### src/tdf_pkg.sv
// ----------------------------------------------------------------------------
// tdf_pkg
// Shared types and constants for the trial division factorizer.
// ----------------------------------------------------------------------------
package tdf_pkg;

    localparam int DefaultWidth = 32;
    localparam int MaxResults   = 32;

    localparam logic [1:0] StatFactor = 2'd0;
    localparam logic [1:0] StatOne    = 2'd1;
    localparam logic [1:0] StatZero   = 2'd2;

    typedef enum logic [5:0] {
        S_IDLE  = 6'b000001,
        S_START = 6'b000010,
        S_TWO   = 6'b000100,
        S_DIV   = 6'b001000,
        S_CHECK = 6'b010000,
        S_FINAL = 6'b100000
    } t_state;

endpackage

### src/trial_division_factorizer.sv
// ----------------------------------------------------------------------------
// trial_division_factorizer
// Prime factorization of one unsigned word by trial division.
// ----------------------------------------------------------------------------
// Input channel: i_valid / o_stall carry one word i_value. The block holds
// o_stall high from the cycle after a word is taken until its last result
// is loaded into the output register, so one word is factored at a time.
// Output channel: o_valid / i_stall carry one result word per prime factor
// (o_factor, o_last, o_status), in nondecreasing order with repeats; o_last
// marks the final word. Value one gives a single word with status 1, value
// zero a single word with status 2, both with factor zero.
// Operation: factors of two are stripped first by shifting. Each odd trial
// divisor runs a shared restoring divider, one quotient bit per cycle,
// then a check state: a zero remainder gives the divisor as a factor and
// divides again, a nonzero one moves on to the next odd divisor, and once
// the divisor exceeds the quotient, the rest of the value is the last factor.
// Trial divisors run up to about sqrt(value). Zero and one give their word
// before any division, an odd value only after its first full trial.
// Reset (synchronous, active low) returns the sequencer to idle and empties
// the output register. While the receiver stalls, the result register holds
// and the sequencer waits before placing the next result.
// ----------------------------------------------------------------------------
module trial_division_factorizer #(
    parameter int WIDTH = tdf_pkg::DefaultWidth
) (
    input  logic             i_clk,
    input  logic             i_rst_n,
    input  logic             i_valid,
    output logic             o_stall,
    input  logic [WIDTH-1:0] i_value,
    output logic             o_valid,
    input  logic             i_stall,
    output logic [WIDTH-1:0] o_factor,
    output logic             o_last,
    output logic [1:0]       o_status
);

    localparam int CntW = $clog2(WIDTH);
    localparam int NW   = $clog2(tdf_pkg::MaxResults + 1);

    tdf_pkg::t_state r_state, n_state;
    logic [WIDTH-1:0] r_x, n_x;
    logic [WIDTH-1:0] r_d, n_d;
    logic [WIDTH-1:0] r_rem, n_rem;
    logic [WIDTH-1:0] r_quo, n_quo;
    logic [CntW-1:0]  r_cnt, n_cnt;
    logic [NW-1:0]    r_n, n_n;

    logic             r_out_valid;
    logic [WIDTH-1:0] r_factor;
    logic             r_last;
    logic [1:0]       r_status;

    logic             w_emit_ok;
    logic             w_emit;
    logic [WIDTH-1:0] w_efac;
    logic             w_elast;
    logic [1:0]       w_estat;
    logic [WIDTH:0]   w_rem_sh;
    logic [WIDTH:0]   w_diff;
    logic             w_ge;
    logic             w_cap;

    assign w_emit_ok = !r_out_valid || !i_stall;
    assign w_rem_sh  = {r_rem, r_quo[WIDTH-1]};
    assign w_diff    = w_rem_sh - {1'b0, r_d};
    assign w_ge      = (w_rem_sh >= {1'b0, r_d});
    assign w_cap     = (r_n == NW'(tdf_pkg::MaxResults - 1));

    always_comb begin
        n_state = r_state;
        n_x     = r_x;
        n_d     = r_d;
        n_rem   = r_rem;
        n_quo   = r_quo;
        n_cnt   = r_cnt;
        n_n     = r_n;
        w_emit  = 1'b0;
        w_efac  = '0;
        w_elast = 1'b0;
        w_estat = tdf_pkg::StatFactor;
        case (r_state)
            tdf_pkg::S_IDLE: begin
                if (i_valid) begin
                    n_x     = i_value;
                    n_n     = '0;
                    n_state = tdf_pkg::S_START;
                end
            end
            tdf_pkg::S_START: begin
                if (r_x == '0 || r_x == WIDTH'(1)) begin
                    if (w_emit_ok) begin
                        w_emit  = 1'b1;
                        w_elast = 1'b1;
                        w_estat = (r_x == '0) ? tdf_pkg::StatZero : tdf_pkg::StatOne;
                        n_state = tdf_pkg::S_IDLE;
                    end
                end else begin
                    n_state = tdf_pkg::S_TWO;
                end
            end
            tdf_pkg::S_TWO: begin
                if (!r_x[0]) begin
                    if (w_emit_ok) begin
                        w_emit  = 1'b1;
                        w_efac  = WIDTH'(2);
                        w_elast = (r_x == WIDTH'(2)) || w_cap;
                        n_x     = r_x >> 1;
                        n_n     = r_n + NW'(1);
                        if (w_elast) begin
                            n_state = tdf_pkg::S_IDLE;
                        end
                    end
                end else begin
                    n_d     = WIDTH'(3);
                    n_rem   = '0;
                    n_quo   = r_x;
                    n_cnt   = CntW'(WIDTH - 1);
                    n_state = tdf_pkg::S_DIV;
                end
            end
            tdf_pkg::S_DIV: begin
                n_rem = w_ge ? w_diff[WIDTH-1:0] : w_rem_sh[WIDTH-1:0];
                n_quo = {r_quo[WIDTH-2:0], w_ge};
                if (r_cnt == '0) begin
                    n_state = tdf_pkg::S_CHECK;
                end else begin
                    n_cnt = r_cnt - CntW'(1);
                end
            end
            tdf_pkg::S_CHECK: begin
                if (r_d <= r_quo) begin
                    if (r_rem == '0) begin
                        if (w_emit_ok) begin
                            w_emit  = 1'b1;
                            w_efac  = r_d;
                            w_elast = w_cap;
                            n_x     = r_quo;
                            n_n     = r_n + NW'(1);
                            if (w_cap) begin
                                n_state = tdf_pkg::S_IDLE;
                            end else begin
                                n_rem   = '0;
                                n_quo   = r_quo;
                                n_cnt   = CntW'(WIDTH - 1);
                                n_state = tdf_pkg::S_DIV;
                            end
                        end
                    end else begin
                        n_d     = r_d + WIDTH'(2);
                        n_rem   = '0;
                        n_quo   = r_x;
                        n_cnt   = CntW'(WIDTH - 1);
                        n_state = tdf_pkg::S_DIV;
                    end
                end else begin
                    n_state = tdf_pkg::S_FINAL;
                end
            end
            tdf_pkg::S_FINAL: begin
                if (w_emit_ok) begin
                    w_emit  = 1'b1;
                    w_efac  = r_x;
                    w_elast = 1'b1;
                    n_state = tdf_pkg::S_IDLE;
                end
            end
            default: begin
                n_state = tdf_pkg::S_IDLE;
            end
        endcase
    end

    always_ff @(posedge i_clk) begin
        if (!i_rst_n) begin
            r_state     <= tdf_pkg::S_IDLE;
            r_out_valid <= 1'b0;
        end else begin
            r_state <= n_state;
            if (w_emit) begin
                r_out_valid <= 1'b1;
            end else if (!i_stall) begin
                r_out_valid <= 1'b0;
            end
        end
    end

    always_ff @(posedge i_clk) begin
        r_x   <= n_x;
        r_d   <= n_d;
        r_rem <= n_rem;
        r_quo <= n_quo;
        r_cnt <= n_cnt;
        r_n   <= n_n;
        if (w_emit) begin
            r_factor <= w_efac;
            r_last   <= w_elast;
            r_status <= w_estat;
        end
    end

    assign o_stall  = (r_state != tdf_pkg::S_IDLE);
    assign o_valid  = r_out_valid;
    assign o_factor = r_factor;
    assign o_last   = r_last;
    assign o_status = r_status;

endmodule
### config.mk
export PLATFORM = sky130hd
export DESIGN_NAME = trial_division_factorizer
export DESIGN_NICKNAME = d
export VERILOG_FILES = /design/src/tdf_pkg.sv /design/src/trial_division_factorizer.sv
export SDC_FILE = /design/constraint.sdc
export NUM_CORES = 1
export LEC_CHECK = 0
export BUFFER_PORTS_ARGS = -buffer_cell sky130_fd_sc_hd__buf_4
export CAP_MARGIN = 20
export CORE_MARGIN = 2
export CORE_UTILIZATION = 25
export DETAILED_ROUTE_END_ITERATION = 6
export HOLD_SLACK_MARGIN = 0.1
export SLEW_MARGIN = 40
export SYNTH_ARGS = -nofsm -noshare
export SYNTH_HDL_FRONTEND = slang
export SYNTH_SLANG_ARGS = --single-unit
export TNS_END_PERCENT = 30
### constraint.sdc
create_clock -name i_clk -period 11.88 [get_ports i_clk]
set_input_delay 0.594 -clock i_clk [delete_from_list [all_inputs] [get_ports i_clk]]
set_output_delay 0.594 -clock i_clk [all_outputs]
set_load 0.01 [all_outputs]
-- Yosys cells after proc, flatten, opt, wreduce, memory -nomap -nowiden
Cells that the tools add are included.
- input bits: 36
- word-level logic and storage cells: 133
- register bits after elaboration: 181
- equality and inequality tests: 26
- $lt $le $gt $ge: 2
- reduce and logical (&&, ||, !) cells: 20
- mux-type cells: 69
- add/sub/neg operators: 4
- operators by type and width (kind ; number):
    32-bit 2-to-1 mux ; 22
    32-bit case mux with 3 select lines ; 4
    6-bit 2-to-1 mux ; 15
    32-bit zero test ; 2
    32-bit case mux with 2 select lines ; 1
    6-bit case mux with 6 select lines ; 1
    33-bit by 32-bit >= comparator with 1-bit output ; 1
    32-bit by 2-bit adder with 32-bit output, second input constant ; 1
    32-bit by 1-bit == test with 1-bit output, second input constant ; 1
    32-bit by 2-bit == test with 1-bit output, second input constant ; 1
    32-bit <= comparator ; 1
    32-bit subtractor ; 1
    5-bit 2-to-1 mux ; 6
    2-bit inequality test, second input constant ; 10
    5-bit AND reduction ; 4
    6-bit case mux with 3 select lines ; 1
    5-bit case mux with 3 select lines ; 1
    6-bit by 5-bit == test with 1-bit output, second input constant ; 2
    1-bit 2-to-1 mux ; 12
    3-bit inequality test, second input constant ; 4
    1-bit case mux with 4 select lines ; 2
    4-bit AND reduction ; 2
    7-bit AND reduction ; 1
    6-bit by 1-bit adder with 6-bit output, second input constant ; 1
    18 further kinds ; 24

-- Logic depth before layout (Yosys ltp)
- word-level depth: 7
- mapped depth: 14
- depth with buffers taken out: 11

-- Worst setup path after synthesis
Ideal clock, no wire load.
- path kind: reg-to-reg
- from: register r_state[2]
- to: register r_x[10], enable pin
- setup time: 0.430 ns
- data required time: 11.450 ns
- arrival: 3.364 ns
- path slack: 8.087 ns
- stages on the path, launching flop included: 7
- path through: dfxtp_1 buf_2 or4b_2 or3_1 a211oi_1 nand2_1 a21oi_1
- word-level cells in the longest chain between the ends: 3
- elaborated cells on any way between the ends: 11
- ends and longest elaborated chain (item ; RTL line ; RTL):
    from (decl) ; trial_division_factorizer.sv:41 ; tdf_pkg::t_state r_state, n_state;
    from (signal assigned) ; trial_division_factorizer.sv:176 ; r_state <= tdf_pkg::S_IDLE;
    from (signal assigned) ; trial_division_factorizer.sv:179 ; r_state <= n_state;
    6-bit by 5-bit == test with 1-bit output (tied with other cells) ; trial_division_factorizer.sv:82 ; case (r_state)
    2-bit inequality test (no source line) / 3-bit nonzero test (equally long branches) ; - ;
    7-bit AND reduction (no source line) * ; - ;
    to (signal assigned) ; trial_division_factorizer.sv:189 ; r_x <= n_x;
    to (decl) ; trial_division_factorizer.sv:42 ; logic [WIDTH-1:0] r_x, n_x;
Every way passes the cells marked *; elsewhere a longest branch is shown, timed or not.
A chain may end at the register's enable or synchronous reset.

-- Worst setup path after layout
- from: register r_d[1]
- to: register r_rem[26] (data pin)
- word-level cells in the longest chain between the ends: 3
- elaborated cells on any way between the ends: 4
- ends and longest elaborated chain (item ; RTL line ; RTL):
    from (decl) ; trial_division_factorizer.sv:43 ; logic [WIDTH-1:0] r_d, n_d;
    from (signal assigned) ; trial_division_factorizer.sv:190 ; r_d <= n_d;
    32-bit subtractor / 33-bit by 32-bit >= comparator with 1-bit output (equally long branches) ; trial_division_factorizer.sv:66, trial_division_factorizer.sv:67 ;
    32-bit 2-to-1 mux * ; trial_division_factorizer.sv:123 ; n_rem = w_ge ? w_diff[WIDTH-1:0] : w_rem_sh[WIDTH-1:0];
    32-bit case mux with 3 select lines * ; trial_division_factorizer.sv:82 ;
    to (signal assigned) ; trial_division_factorizer.sv:191 ; r_rem <= n_rem;
    to (decl) ; trial_division_factorizer.sv:44 ; logic [WIDTH-1:0] r_rem, n_rem;
Marked as above.

==> reports/results.ini <==
[place]
place_inst=1745
pre_cts_slack_ns=8.22
port_buffers=72
dpl_cell_area_um2=12300
place.gp.congestion=0.902
hpwl_um=22800

[floorplanning]
num_rows=77
start_util_pct=25.2
die_y_um=215
ios=73
dieArea_um2=46200
dieWidth_um=215
core_area_um2=44000

[logic_synthesis]
syn-num-nets=1224
avgSynthCellArea_um2=9.92
ys_seq_elements=180
synth_compound_area_share_pct=16.0
synthMuxAreaShare_pct=1.53
synthesis.area_um2=11100
synth_edf_count=173
synth_top_family_by_area=simple AND/OR/NAND/NOR gates
ys_async_sr_fraction_pct=0
seq_area_frac_synth_pct=48.0
netlist_instances=1121
synthSimpleGateAreaFrac_pct=17.2
synth.distinct_cells=68
yosys_warnings=0
synthFlopType=edfxtp_1
synth_adder_area_share_pct=7.61
synthXorXnorAreaFrac_pct=4.96

[cells_and_area]
drive_above_1_share_pct=12.3
design_area_um2=12900
stdcell_count=1777
seqCellArea_um2=5340
final_nets=1275
syn_to_final_growth_pct=15.9
n_fill_cell=4544
antenna_cells=0
multi_input_area_um2=5310

[grt]
track_usage_pct=13.3
gr-total-overflow=0
grt_max_degree=90
grt_pass1_vias=8609
antenna_found_initial=0
grt_pass1_wl_um=48900

[run_status]
status=finished clean

[sta]
relSlewSlack_pct=52.5
drv_slew=0
finalSetupViolCount=0
hold_violations=0
rsz0062_at_grt=no
fmax_mhz=271
period_minus_slack_ns=3.69
fin_worst_skew_ns=0.0167
layout_setup_ws_ns=8.19
tightest_slew_ns=0.706
fin_crit_sh_pct=31.1
tns_ns=0

[pwr]
power.density_nw_per_um2=121
p_leak_nw=4.90
finalPower_w=0.00156
ir_drop_mv=0.0831

[clocking]
clock-sinks=180
cts_hold_buf=0
path_clk_slew_ns=0.08
clk_latency_ns=0.45
cts_resized=0
cts_buffer_depth=2
ctsRootBufferMaster=clkbuf_16
cts_tree=built
cts_inserted_buffers=17
ctsHtreeMaxLevel=4
cts_setup_buffers=0

[worst_setup_path]
cp.required_ns=12.17
critPathLaunchType=flip-flop
worstPathMaxFanout=23
critPathKind=flip-flop to flip-flop
critical_path_arrival_ns=3.98
cp-end-kind=flip-flop
r2r_cells=12

[detailed_routing]
first_iter_violations=807
route.detailed.drc=0
firstDrtPassIters=7
viasPerCell=4.99
drtAntennaViolNets=0
wl_per_cell_um=17.4
wirelength_um=31000
num_vias=8870

[min_path]
min_delay_path_depth=2
hold_path_class=input pin to flip-flop

[flow_run]
cap_violations=0

[through the flow]
stage	hold WS [ns]	util [%]
after floorplan	0.517	-
after global placement	0.532	27.9
after detailed placement	0.543	28.0
after CTS	0.381	29.3
after global routing	0.393	29.3
final	0.394	29.3
[logic make-up after synthesis]
logic type	Yosys count
simple gates	408
compound gates	260
flops	180
buf+inv	126
fa+ha+maj	67
xor+xnor	63
mux	17
[power by group]
group / switching, W / total, W / internal [W]
Clock: 0.000274 / 0.000551 / 0.000277
Combinational: 0.000113 / 0.000187 / 0.0000740
Sequential: 0.0000624 / 0.000820 / 0.000758
[state kept, by name, summed over array words and instances (netlist names)]
register  flops
o_factor     32
o_last        1
o_status      2
o_valid       1
r_cnt         5
r_d          31
r_n           6
r_quo        32
r_rem        32
r_state       6
r_x          32
[cells in the final DEF, fill, tap and decap left out, drive strengths merged, types with 3 or more instances in the layout]
cell and n:
mux2i 17, dfxtp 7, nand2b 7, nor3 17, buf 87, o22ai 8
o21ai 68, edfxtp 173, nor2 105, o211ai 28, a21o 12, nor4 21
nor3b 4, clkinv 4, a221oi 4, a211oi 15, ha 66, nor2b 5
nand4 18, or3 6, and2 9, a21oi 59, nand2 143, clkbuf 17
a221o 3, a211o 3, a31oi 3, nand3b 4, o2111ai 3, and3 11
a22o 30, xnor2 47, o21a 8, nand3 47, xor2 16, inv 80
[path summary, 6_finish.rpt]
path / from / endpoint / slack [ns]
setup / recovery: r_d[1] / r_rem[26] / 8.19
hold / removal: i_rst_n / r_state[0] / 0.39
hold reg to reg: r_cnt[4] / r_cnt[4] / 0.56
setup reg to reg: r_d[1] / r_rem[26] / 8.19
[synthesized netlist by cell type, drive strengths merged, types with 2 or more instances]
cell	count	area, µm²
o21a	8	60.1
and4	2	17.5
a2111oi	2	36.3
xor2	16	140
nor3b	4	30.0
a221oi	4	35.0
and3	11	68.8
nor4	21	131
nand3b	4	30.0
nor2b	5	38.8
mux2i	17	170
edfxtp	173	5190
a221o	3	30.0
ha	66	826
buf	20	124
nor3	17	85.1
o211ai	28	210
nor2	105	402
o31ai	2	15.0
o21ai	68	348
a21oi	59	303
inv	71	267
nand4	18	113
nand2	143	537
dfxtp	7	140
a31oi	3	18.8
xnor2	47	412
o22ai	8	56.3
clkbuf	35	131
a21o	12	90.1
and2	9	56.3
a211o	3	26.3
or2	2	12.5
o2111ai	3	26.3
or3	6	37.5
a311o	2	20.0
nand2b	7	43.8
a211oi	15	148
a22o	30	263
nand3	47	235
[critical path: stages (launching register included)]
cell      delay [ns]
edfxtp_1        0.45
inv_1           0.13
ha_1            0.33
a21oi_1         0.09
nand4b_1        0.26
a21oi_2         0.25
o22ai_2         0.15
and4b_4         0.24
o21ai_2         0.22
a21o_2          0.50
buf_4           0.41
nand2_1         0.26
o22ai_1         0.24
[final cells by class]
| class | count | area share, % |
|---|---|---|
| Tap cell | 592 | 5.75 |
| Inverter | 71 | 2.07 |
| Clock buffer | 17 | 3.30 |
| Timing Repair Buffer | 87 | 5.18 |
| Sequential cell | 180 | 41.4 |
| Multi-Input combinational cell | 815 | 41.2 |
| Clock inverter | 15 | 1.06 |
[routing by layer]
metal | vias up | wire length, µm | share of wire (%) | track usage, %
met5 | - | 0 | 0 | 0
met4 | 0 | 743 | 2.4 | 4.72
met3 | 45 | 1540 | 5.0 | 1.80
met2 | 295 | 14800 | 48 | 22.0
met1 | 4318 | 13800 | 45 | 17.8
li1 | 4212 | - | - | -
Power figures use the tool's default switching activity.
